--- src/rtl/core/pbs_pkg.sv ---
// ----------------------------------------------------------------------------
// pbs_pkg
// Shared types and constants for the polyline binomial smoother.
// ----------------------------------------------------------------------------
package pbs_pkg;

   localparam int COORD_WIDTH  = 32;
   localparam int SUM_WIDTH    = COORD_WIDTH + 4;
   localparam int WINDOW_DEPTH = 4;
   localparam int TAP_COUNT    = WINDOW_DEPTH + 1;
   localparam int MODE_WIDTH   = 2;

   typedef enum logic [MODE_WIDTH-1:0] {
      MODE_START = 2'd0,
      MODE_PATH  = 2'd1,
      MODE_END   = 2'd2
   } mode_type;

   typedef struct packed {
      logic signed [COORD_WIDTH-1:0] z;
      logic signed [COORD_WIDTH-1:0] y;
      logic signed [COORD_WIDTH-1:0] x;
   } point_type;

   typedef struct packed {
      logic fill;
      logic shift;
   } cell_ctrl_type;

endpackage

--- src/rtl/core/polyline_binomial_smoother_top.sv ---
// ----------------------------------------------------------------------------
// polyline_binomial_smoother_top
// 3D path smoother with a 1-4-6-4-1 / 16 binomial filter over a shift window.
// ----------------------------------------------------------------------------
// A run is a start node (tuser 0), path points (tuser 1) and an end node
// (tuser 2). One smoothed point leaves per path point; the end node flushes
// the last two (one if the run had a single path point), the final one with
// tlast high. The block takes one request per cycle while no result waits
// in the job register; an end node that flushes two results holds the input
// while the job register issues its second result. A result passes through
// the job register and then the output register. While a result waits at a
// stalled output, the input keeps taking requests until a further result is
// held in the job register.
module polyline_binomial_smoother_top
   import pbs_pkg::*;
(
   input  logic        clock,
   input  logic        reset,
   input  logic        req_tvalid,
   output logic        req_tready,
   input  logic [95:0] req_tdata,  // point_x, point_y, point_z
   input  logic [1:0]  req_tuser,  // mode
   output logic        rsp_tvalid,
   input  logic        rsp_tready,
   output logic [95:0] rsp_tdata,  // smooth_x, smooth_y, smooth_z
   output logic        rsp_tlast   // last_point
);

   point_type     req_point;
   mode_type      req_mode;
   logic          req_accept;
   cell_ctrl_type cell_ctrl;
   point_type     win_point [WINDOW_DEPTH];
   point_type     chain_in  [WINDOW_DEPTH];

   logic          in_run_ff, in_run_in;
   logic [1:0]    seen_ff, seen_in;
   logic [1:0]    pend_ff, pend_in, pend_left, pend_new;

   point_type     job_win_ff [WINDOW_DEPTH];
   point_type     job_new_ff;
   point_type     tap_pt [TAP_COUNT];

   logic          out_load, issue, issue_tail;
   point_type     smooth_pt;

   logic          rsp_valid_ff, rsp_valid_in;
   point_type     rsp_point_ff;
   logic          rsp_last_ff;

   assign req_point  = point_type'(req_tdata);
   assign req_mode   = mode_type'(req_tuser);
   assign req_accept = req_tvalid && req_tready;

   // window chain
   always_comb begin
      cell_ctrl.fill  = req_accept && (req_mode == MODE_START);
      cell_ctrl.shift = req_accept && (req_mode == MODE_PATH) && in_run_ff;
   end

   for (genvar k = 0; k < WINDOW_DEPTH; k++) begin : g_cell
      if (k == WINDOW_DEPTH - 1) begin : g_tail
         assign chain_in[k] = req_point;
      end else begin : g_body
         assign chain_in[k] = win_point[k+1];
      end
      pbs_cell u_cell (
         .clock          (clock),
         .ctrl           (cell_ctrl),
         .neighbor_point (chain_in[k]),
         .fill_point     (req_point),
         .slot_point     (win_point[k])
      );
   end

   // run control and pending results
   always_comb begin
      in_run_in = in_run_ff;
      seen_in   = seen_ff;
      pend_new  = 2'b00;
      if (req_accept) begin
         unique case (req_mode)
            MODE_START: begin
               in_run_in = 1'b1;
               seen_in   = 2'd0;
            end
            MODE_PATH: begin
               if (in_run_ff) begin
                  pend_new[0] = (seen_ff >= 2'd2);
                  if (seen_ff != 2'd3) begin
                     seen_in = seen_ff + 2'd1;
                  end
               end
            end
            MODE_END: begin
               if (in_run_ff) begin
                  pend_new[0] = (seen_ff >= 2'd2);
                  pend_new[1] = (seen_ff >= 2'd1);
                  seen_in     = 2'd0;
                  in_run_in   = 1'b0;
               end
            end
            default: begin
            end
         endcase
      end
   end

   assign out_load   = !rsp_valid_ff || rsp_tready;
   assign issue      = (pend_ff != 2'b00) && out_load;
   assign issue_tail = !pend_ff[0];

   always_comb begin
      pend_left = pend_ff;
      if (issue) begin
         if (pend_ff[0]) begin
            pend_left[0] = 1'b0;
         end else begin
            pend_left[1] = 1'b0;
         end
      end
   end

   assign req_tready = (pend_left == 2'b00);
   assign pend_in    = req_accept ? pend_new : pend_left;

   always_ff @(posedge clock) begin
      if (reset) begin
         in_run_ff <= 1'b0;
         seen_ff   <= 2'd0;
         pend_ff   <= 2'b00;
      end else begin
         in_run_ff <= in_run_in;
         seen_ff   <= seen_in;
         pend_ff   <= pend_in;
      end
   end

   always_ff @(posedge clock) begin
      if (req_accept) begin
         job_win_ff <= win_point;
         job_new_ff <= req_point;
      end
   end

   // tap select: the tail result repeats the end node
   always_comb begin
      if (issue_tail) begin
         tap_pt[0] = job_win_ff[1];
         tap_pt[1] = job_win_ff[2];
         tap_pt[2] = job_win_ff[3];
         tap_pt[3] = job_new_ff;
         tap_pt[4] = job_new_ff;
      end else begin
         tap_pt[0] = job_win_ff[0];
         tap_pt[1] = job_win_ff[1];
         tap_pt[2] = job_win_ff[2];
         tap_pt[3] = job_win_ff[3];
         tap_pt[4] = job_new_ff;
      end
   end

   pbs_filter u_filter_x (
      .tap_a  (tap_pt[0].x), .tap_b (tap_pt[1].x), .tap_c (tap_pt[2].x),
      .tap_d  (tap_pt[3].x), .tap_e (tap_pt[4].x), .smooth (smooth_pt.x)
   );
   pbs_filter u_filter_y (
      .tap_a  (tap_pt[0].y), .tap_b (tap_pt[1].y), .tap_c (tap_pt[2].y),
      .tap_d  (tap_pt[3].y), .tap_e (tap_pt[4].y), .smooth (smooth_pt.y)
   );
   pbs_filter u_filter_z (
      .tap_a  (tap_pt[0].z), .tap_b (tap_pt[1].z), .tap_c (tap_pt[2].z),
      .tap_d  (tap_pt[3].z), .tap_e (tap_pt[4].z), .smooth (smooth_pt.z)
   );

   // output register
   always_comb begin
      rsp_valid_in = rsp_valid_ff && !rsp_tready;
      if (issue) begin
         rsp_valid_in = 1'b1;
      end
   end

   always_ff @(posedge clock) begin
      if (reset) begin
         rsp_valid_ff <= 1'b0;
      end else begin
         rsp_valid_ff <= rsp_valid_in;
      end
   end

   always_ff @(posedge clock) begin
      if (issue) begin
         rsp_point_ff <= smooth_pt;
         rsp_last_ff  <= issue_tail;
      end
   end

   assign rsp_tvalid = rsp_valid_ff;
   assign rsp_tdata  = rsp_point_ff;
   assign rsp_tlast  = rsp_last_ff;

`ifndef SYNTHESIS
   a_hold_on_double: assert property (@(posedge clock) disable iff (reset)
      (pend_ff == 2'b11) |-> !req_tready)
      else $error("request taken while two results pending");

   a_seen_in_run: assert property (@(posedge clock) disable iff (reset)
      (seen_ff != 2'd0) |-> in_run_ff)
      else $error("path count set outside a run");

   a_start_opens: assert property (@(posedge clock) disable iff (reset)
      (req_accept && req_mode == MODE_START) |=> (in_run_ff && seen_ff == 2'd0))
      else $error("start node did not open a run");

   a_end_flush: assert property (@(posedge clock) disable iff (reset)
      (req_accept && req_mode == MODE_END && in_run_ff && seen_ff != 2'd0)
      |=> (pend_ff[1] && !in_run_ff))
      else $error("end node did not queue the final result");

   a_tail_last: assert property (@(posedge clock) disable iff (reset)
      issue |=> (rsp_tvalid && rsp_tlast == $past(issue_tail)))
      else $error("last flag does not follow the issued result");
`endif

endmodule

--- src/rtl/core/pbs_cell.sv ---
// ----------------------------------------------------------------------------
// pbs_cell
// One window slot: holds a control point, loads from its neighbor on a shift
// or from the start node on a fill.
// ----------------------------------------------------------------------------
module pbs_cell
   import pbs_pkg::*;
(
   input  logic          clock,
   input  cell_ctrl_type ctrl,
   input  point_type     neighbor_point,
   input  point_type     fill_point,
   output point_type     slot_point
);

   point_type slot_ff;
   point_type slot_in;

   always_comb begin
      slot_in = slot_ff;
      if (ctrl.fill) begin
         slot_in = fill_point;
      end else if (ctrl.shift) begin
         slot_in = neighbor_point;
      end
   end

   always_ff @(posedge clock) begin
      slot_ff <= slot_in;
   end

   assign slot_point = slot_ff;

endmodule

--- src/rtl/core/pbs_filter.sv ---
// ----------------------------------------------------------------------------
// pbs_filter
// Weighted 1-4-6-4-1 sum of five taps, floored by an arithmetic shift by 4.
// ----------------------------------------------------------------------------
module pbs_filter
   import pbs_pkg::*;
(
   input  logic signed [COORD_WIDTH-1:0] tap_a,
   input  logic signed [COORD_WIDTH-1:0] tap_b,
   input  logic signed [COORD_WIDTH-1:0] tap_c,
   input  logic signed [COORD_WIDTH-1:0] tap_d,
   input  logic signed [COORD_WIDTH-1:0] tap_e,
   output logic signed [COORD_WIDTH-1:0] smooth
);

   logic signed [SUM_WIDTH-1:0] ext_a;
   logic signed [SUM_WIDTH-1:0] ext_b;
   logic signed [SUM_WIDTH-1:0] ext_c;
   logic signed [SUM_WIDTH-1:0] ext_d;
   logic signed [SUM_WIDTH-1:0] ext_e;
   logic signed [SUM_WIDTH-1:0] sum;

   assign ext_a = SUM_WIDTH'(tap_a);
   assign ext_b = SUM_WIDTH'(tap_b);
   assign ext_c = SUM_WIDTH'(tap_c);
   assign ext_d = SUM_WIDTH'(tap_d);
   assign ext_e = SUM_WIDTH'(tap_e);

   assign sum = ext_a + (ext_b <<< 2) + (ext_c <<< 2) + (ext_c <<< 1)
              + (ext_d <<< 2) + ext_e;

   assign smooth = sum[SUM_WIDTH-1:4];

endmodule
--- config.mk ---
export PLATFORM = sky130hd
export DESIGN_NAME = polyline_binomial_smoother_top
export DESIGN_NICKNAME = d
export VERILOG_FILES = /design/src/rtl/core/pbs_pkg.sv /design/src/rtl/core/polyline_binomial_smoother_top.sv /design/src/rtl/core/pbs_cell.sv /design/src/rtl/core/pbs_filter.sv
export SDC_FILE = /design/constraint.sdc
export NUM_CORES = 2
export LEC_CHECK = 0
export BUFFER_PORTS_ARGS = -buffer_cell sky130_fd_sc_hd__buf_2
export CAP_MARGIN = 30
export CORE_MARGIN = 8
export CORE_UTILIZATION = 45
export DETAILED_ROUTE_END_ITERATION = 7
export GPL_ROUTABILITY_DRIVEN = 0
export PLACE_DENSITY_LB_ADDON = 0.08
export REMOVE_ABC_BUFFERS = 1
export SLEW_MARGIN = 40
export SYNTH_ARGS = -nofsm -noshare
export SYNTH_HDL_FRONTEND = slang
export SYNTH_HIERARCHICAL = 1
export SYNTH_SLANG_ARGS = --single-unit
--- constraint.sdc ---
create_clock -name clock -period 27.9 [get_ports clock]
set_input_delay 0 -clock clock [delete_from_list [all_inputs] [get_ports clock]]
set_output_delay 0 -clock clock [all_outputs]
set_load 0.005 [all_outputs]
Word-level counts from Yosys, hierarchy flattened
Index checks and enable logic that the tools add are counted.
Widths: inputs -> output; s select.

operators by class
  div/mod/pow operators = 0
  mux-type cells = 22
  $lt $le $gt $ge = 2
  add/sub/neg operators = 16
  eq/ne operators = 6
  $mul = 0
  bitwise logic cells = 0
  reduce and logical (&&, ||, !) cells = 18
  shifts and indexed selects = 0

operators by type and width
  operator             count
  $mux 96              8
  $mux 480             1
  $add 35x34->36       3
  $add 36x32->36       3
  $add 36x33->36       3
  $add 36x34->36       3
  $add 32x34->35       3
  $mux 2               6
  $logic_and 1x1->1    6
  $ne 2x2->1 const B   3
  $pmux 2 s3           1
  $reduce_bool 2->1    3
  $reduce_and 5->1     1
  $logic_not 2->1      2
  $mux 1               4
  $pmux 1 s2           2
  $logic_not 1->1      3
  $reduce_bool 3->1    1
  $add 2x1->2 const B  1
  $eq 2x1->1 const B   1
  $eq 2x2->1 const B   1
  $ge 2x1->1 const B   1
  $ge 2x2->1 const B   1
  $ne 2x1->1 const B   1
  other kinds (2)      2

word-level totals
  input bits = 102
  bits in read-only memories = 0
  memories = 0
  latch bits = 0
  word-level logic and storage cells = 99
  output and inout bits = 99
  RAM bits = 0
  bits in registers = 967

Longest topological paths before layout
  word-level depth = 10
  gate-level depth with buffers = 19

Cells and area by module
Netlist, hierarchy kept.

modules (own cells, without submodules)
  module                          area an instance (sq um)  times used  cells an instance
  polyline_binomial_smoother_top  22282.6                   1           1054
  pbs_cell                        4165.2                    4           204
  pbs_filter (u_filter_z)         5679.2                    1           689
  pbs_filter (u_filter_x)         5481.5                    1           656
  pbs_filter (u_filter_y)         5436.5                    1           654

Worst setup path after synthesis
OpenSTA, ideal clock, no wires.

  kind = flip-flop to flip-flop
  from = reg pend_ff[0]
  to = reg job_new_ff[0] (netlist bit), enable pin
  path buffers = 1
  setup slack = 15.454 ns
  data arrival time = 11.539 ns
  cell stages (with the launch flop) = 6
  cell sequence = dfxtp_1 buf_6 nand2_1 a21oi_2 inv_1 and2_1

on the way
  cells in the longest elaborated chain, start to end = 5
  elaborated cells between the ends (all ways) = 6

RTL lines
  element                 line                                   RTL
  start, declared         polyline_binomial_smoother_top.sv:38   logic [1:0] pend_ff, pend_in, pend_left, pend_new;
  start signal, assigned  polyline_binomial_smoother_top.sv:135  pend_ff <= pend_in;
  $reduce_bool 2->1       polyline_binomial_smoother_top.sv:110  assign issue = (pend_ff != 2'b00) && out_load;
  $logic_and 1x1->1       polyline_binomial_smoother_top.sv:110
  $mux 2 *                polyline_binomial_smoother_top.sv:115  if (issue) begin
  $logic_not 2->1 *       polyline_binomial_smoother_top.sv:124  assign req_tready = (pend_left == 2'b00);
  net req_tready          polyline_binomial_smoother_top.sv:20   output logic req_tready,
  $logic_and 1x1->1 *     polyline_binomial_smoother_top.sv:53   assign req_accept = req_tvalid && req_tready;
  net req_accept          polyline_binomial_smoother_top.sv:31   logic req_accept;
  end signal, assigned    polyline_binomial_smoother_top.sv:142  job_new_ff <= req_point;
  end, declared           polyline_binomial_smoother_top.sv:41   point_type job_new_ff;

The timed path passes the listed nets; every way through them passes the cells marked *.
A chain may end at the register's enable or synchronous reset.

==> metrics <==
number of synthesized flops with an enable pin 961; Std-Cell Rows 129; FFs w/ async S/R, synth 0; wire length per cell 18.7 um; initial DRC count 1624; full die area 0.135 sq mm; I/O Pins 201; f_max 153 MHz; crit path kind reg -> reg; port buffer count 200; Main synth FF type edfxtp_1; CTS tree done; global route overflow 0; Power Density 76.0 mW/mm^2; Setup-failing EPs final 0; Tmin final 6520 ps; Avg Inst Size Synth 14.4 sq um; placed cells 5631; post-CTS resize count 0; total power 4.76 mW; core area 0.123 sq mm; Core Util, Final 0.509; DRT Pass-1 Iters 5; worst-case reg-to-reg path depth 17; clk buf depth 3; via density per instance 4.90; wirelength, routed 111000 um; hold path cells 2; first-pass GRT wire length 179000 um; share of cells above drive strength 1 0.285; Netlist Area Pre-Place 0.0555 sq mm; synth warn 6; Post-route DRC 0; Peak VDD IR 55.6 uV; Detail Placement HPWL 78700 um; Total Nets Final 4807; relative slew slack 0.430; #FFs+latches synth 967; largest net degree at the start of global routing 106; CP endpoint kind flip-flop; worst-margin pin slew 849 ps; DIE WIDTH 367 um; synth unique cells 90; ANT nets after route 0; Critical Path RT 28330 ps; MaxCap Viol Count 0; commonest non-fill, non-tap cell in the layout edfxtp_1; commonest cells after routing, fill and taps aside edfxtp_1, inv_1, mux2_2, fa_1, buf_2; number of global-route vias before repair 31200; clock skew 27.2 ps; Final Max Slew Viols 0; Tot GR Track Use 0.166; Initial Util 0.451; Cells after Synth 3869; final hold violations 0; Leak Pwr 25.0 nW; CTS sink cnt 967; setup tns final 0 ps; die height 367 um; critical path launch point type flip-flop; final cell count without fillers 5932; initial antenna violation count 13; area growth from synthesis to layout 12.8%; final hold slack 80.3 ps; CP arrival 6950 ps; clock root cell clkbuf_16; CTS clk-pin slew, worst paths 60 ps; Clock Latency Late Sink 700 ps; Seq/Total Area, Yosys 0.522; via count 29100; RSZ-0062 raised after global routing false; worst min path class in -> reg; TritonCTS buffer count 106; worst-path fanout max 61; H-tree Lvls 3; period utilization 0.234; status finished, final reports clean
## cells by family after synthesis
kind of cell	after synthesis	share of synthesized area
fa+ha+maj	496	0.164
simple gates	276	0.0250
buf+inv	940	0.0685
mux	771	0.164
xor+xnor	104	0.0164
flops	967	0.522
compound gates	315	0.0398
## area by class of cell
| class | instances | area, sq um |
|---|---|---|
| clock buffer | 127 | 2770 |
| timing repair buffer | 338 | 2470 |
| multi-input combinational | 1962 | 22800 |
| fill | 10700 | 60500 |
| tap | 1637 | 2050 |
| sequential | 967 | 29000 |
| clock inverter | 65 | 483 |
| inverter | 834 | 3130 |
| antenna | 2 | 5.00 |
## cell usage after synthesis, types with 5 or more instances
library cell	count	area share
and2_1	5	0.00056
mux2_4	116	0.031
o21ai_0	45	0.0041
fa_1	390	0.14
nand2b_1	12	0.0014
a21oi_2	12	0.0019
mux2_2	652	0.13
dfxtp_1	6	0.0022
nor2b_1	8	0.00090
nand3_1	26	0.0023
a21boi_0	5	0.00068
xnor2_1	65	0.010
and3_1	10	0.0011
edfxtp_1	961	0.52
a21oi_1	102	0.0092
a211oi_1	5	0.00068
buf_6	23	0.0047
clkbuf_1	5	0.00034
nand2_1	95	0.0064
buf_2	73	0.0066
o21bai_1	11	0.0015
inv_1	834	0.056
o211ai_1	7	0.00095
xor2_1	39	0.0062
nand4_1	17	0.0019
nor4_1	7	0.00079
ha_1	106	0.024
a21o_1	18	0.0024
nor3b_1	5	0.00068
o21a_1	11	0.0015
a31oi_1	10	0.0011
nor3_1	8	0.00072
o21ai_1	18	0.0016
nor2_1	49	0.0033
## path summary, 6_finish.rpt
path	from	to	slack, ps
worst max-delay path	pend_ff[0]$_SDFF_PP0_	rsp_tdata[83]$_DFFE_PP_	21380
worst min-delay path	req_tdata[59]	job_new_ff[59]$_DFFE_PP_	80
worst max register to register	pend_ff[0]$_SDFF_PP0_	rsp_tdata[83]$_DFFE_PP_	21380
worst min register to register	g_cell[0].u_cell/slot_point[56]$_DFFE_PP_	job_win_ff[344]$_DFFE_PP_	410
## worst max-delay path: stages, from the launching register on
cell,delay (ps)
dfxtp_4,820
buf_4,740
buf_4,640
mux2_2,440
fa_1,540
inv_1,50
fa_1,420
inv_1,90
fa_1,430
nand2_1,90
nor3_1,60
fa_1,470
a211oi_2,370
o21ai_2,160
o2111ai_2,250
nand2_1,170
a311oi_2,290
xnor2_1,90
## sequential cells by signal, summed over array words and instances, names as in the netlist
name and count:
g_cell.u_cell/slot_point 384, job_win_ff 384, job_new_ff 96, rsp_tdata 96, pend_ff 2, seen_ff 2
in_run_ff 1, rsp_tlast 1, rsp_tvalid 1
## power breakdown
part           total [mW]  internal (mW)  switching (mW)
clock                1.33          0.752           0.575
sequential           1.76           1.74          0.0224
combinational        1.67          0.658            1.02
total                4.76           3.15            1.61
## repair_timing
action | CTS | global route
hold endpoints to repair | 512 | 0
buffers inserted | 0 | 0
hold buffers | 106 | 0
## layer usage
layer | global-route usage | up-vias | part of all wire | wire length [um]
li1 | - | 14000 | - | -
met1 | 0.236 | 14500 | 0.48 | 52800
met2 | 0.266 | 419 | 0.47 | 51700
met3 | 0.0268 | 151 | 0.038 | 4180
met4 | 0.0412 | 10 | 0.020 | 2200
met5 | 0 | - | 0.00051 | 57
## through the flow
stage / area [sq um] / setup WS, ps
floorplan: 54900 / 8620
global placement: 58200 / 21420
detailed placement: 58300 / 21350
CTS: 62600 / 21350
global route: 62700 / 21000
finish: 62700 / 21380
Power figures use the tool's default switching activity.
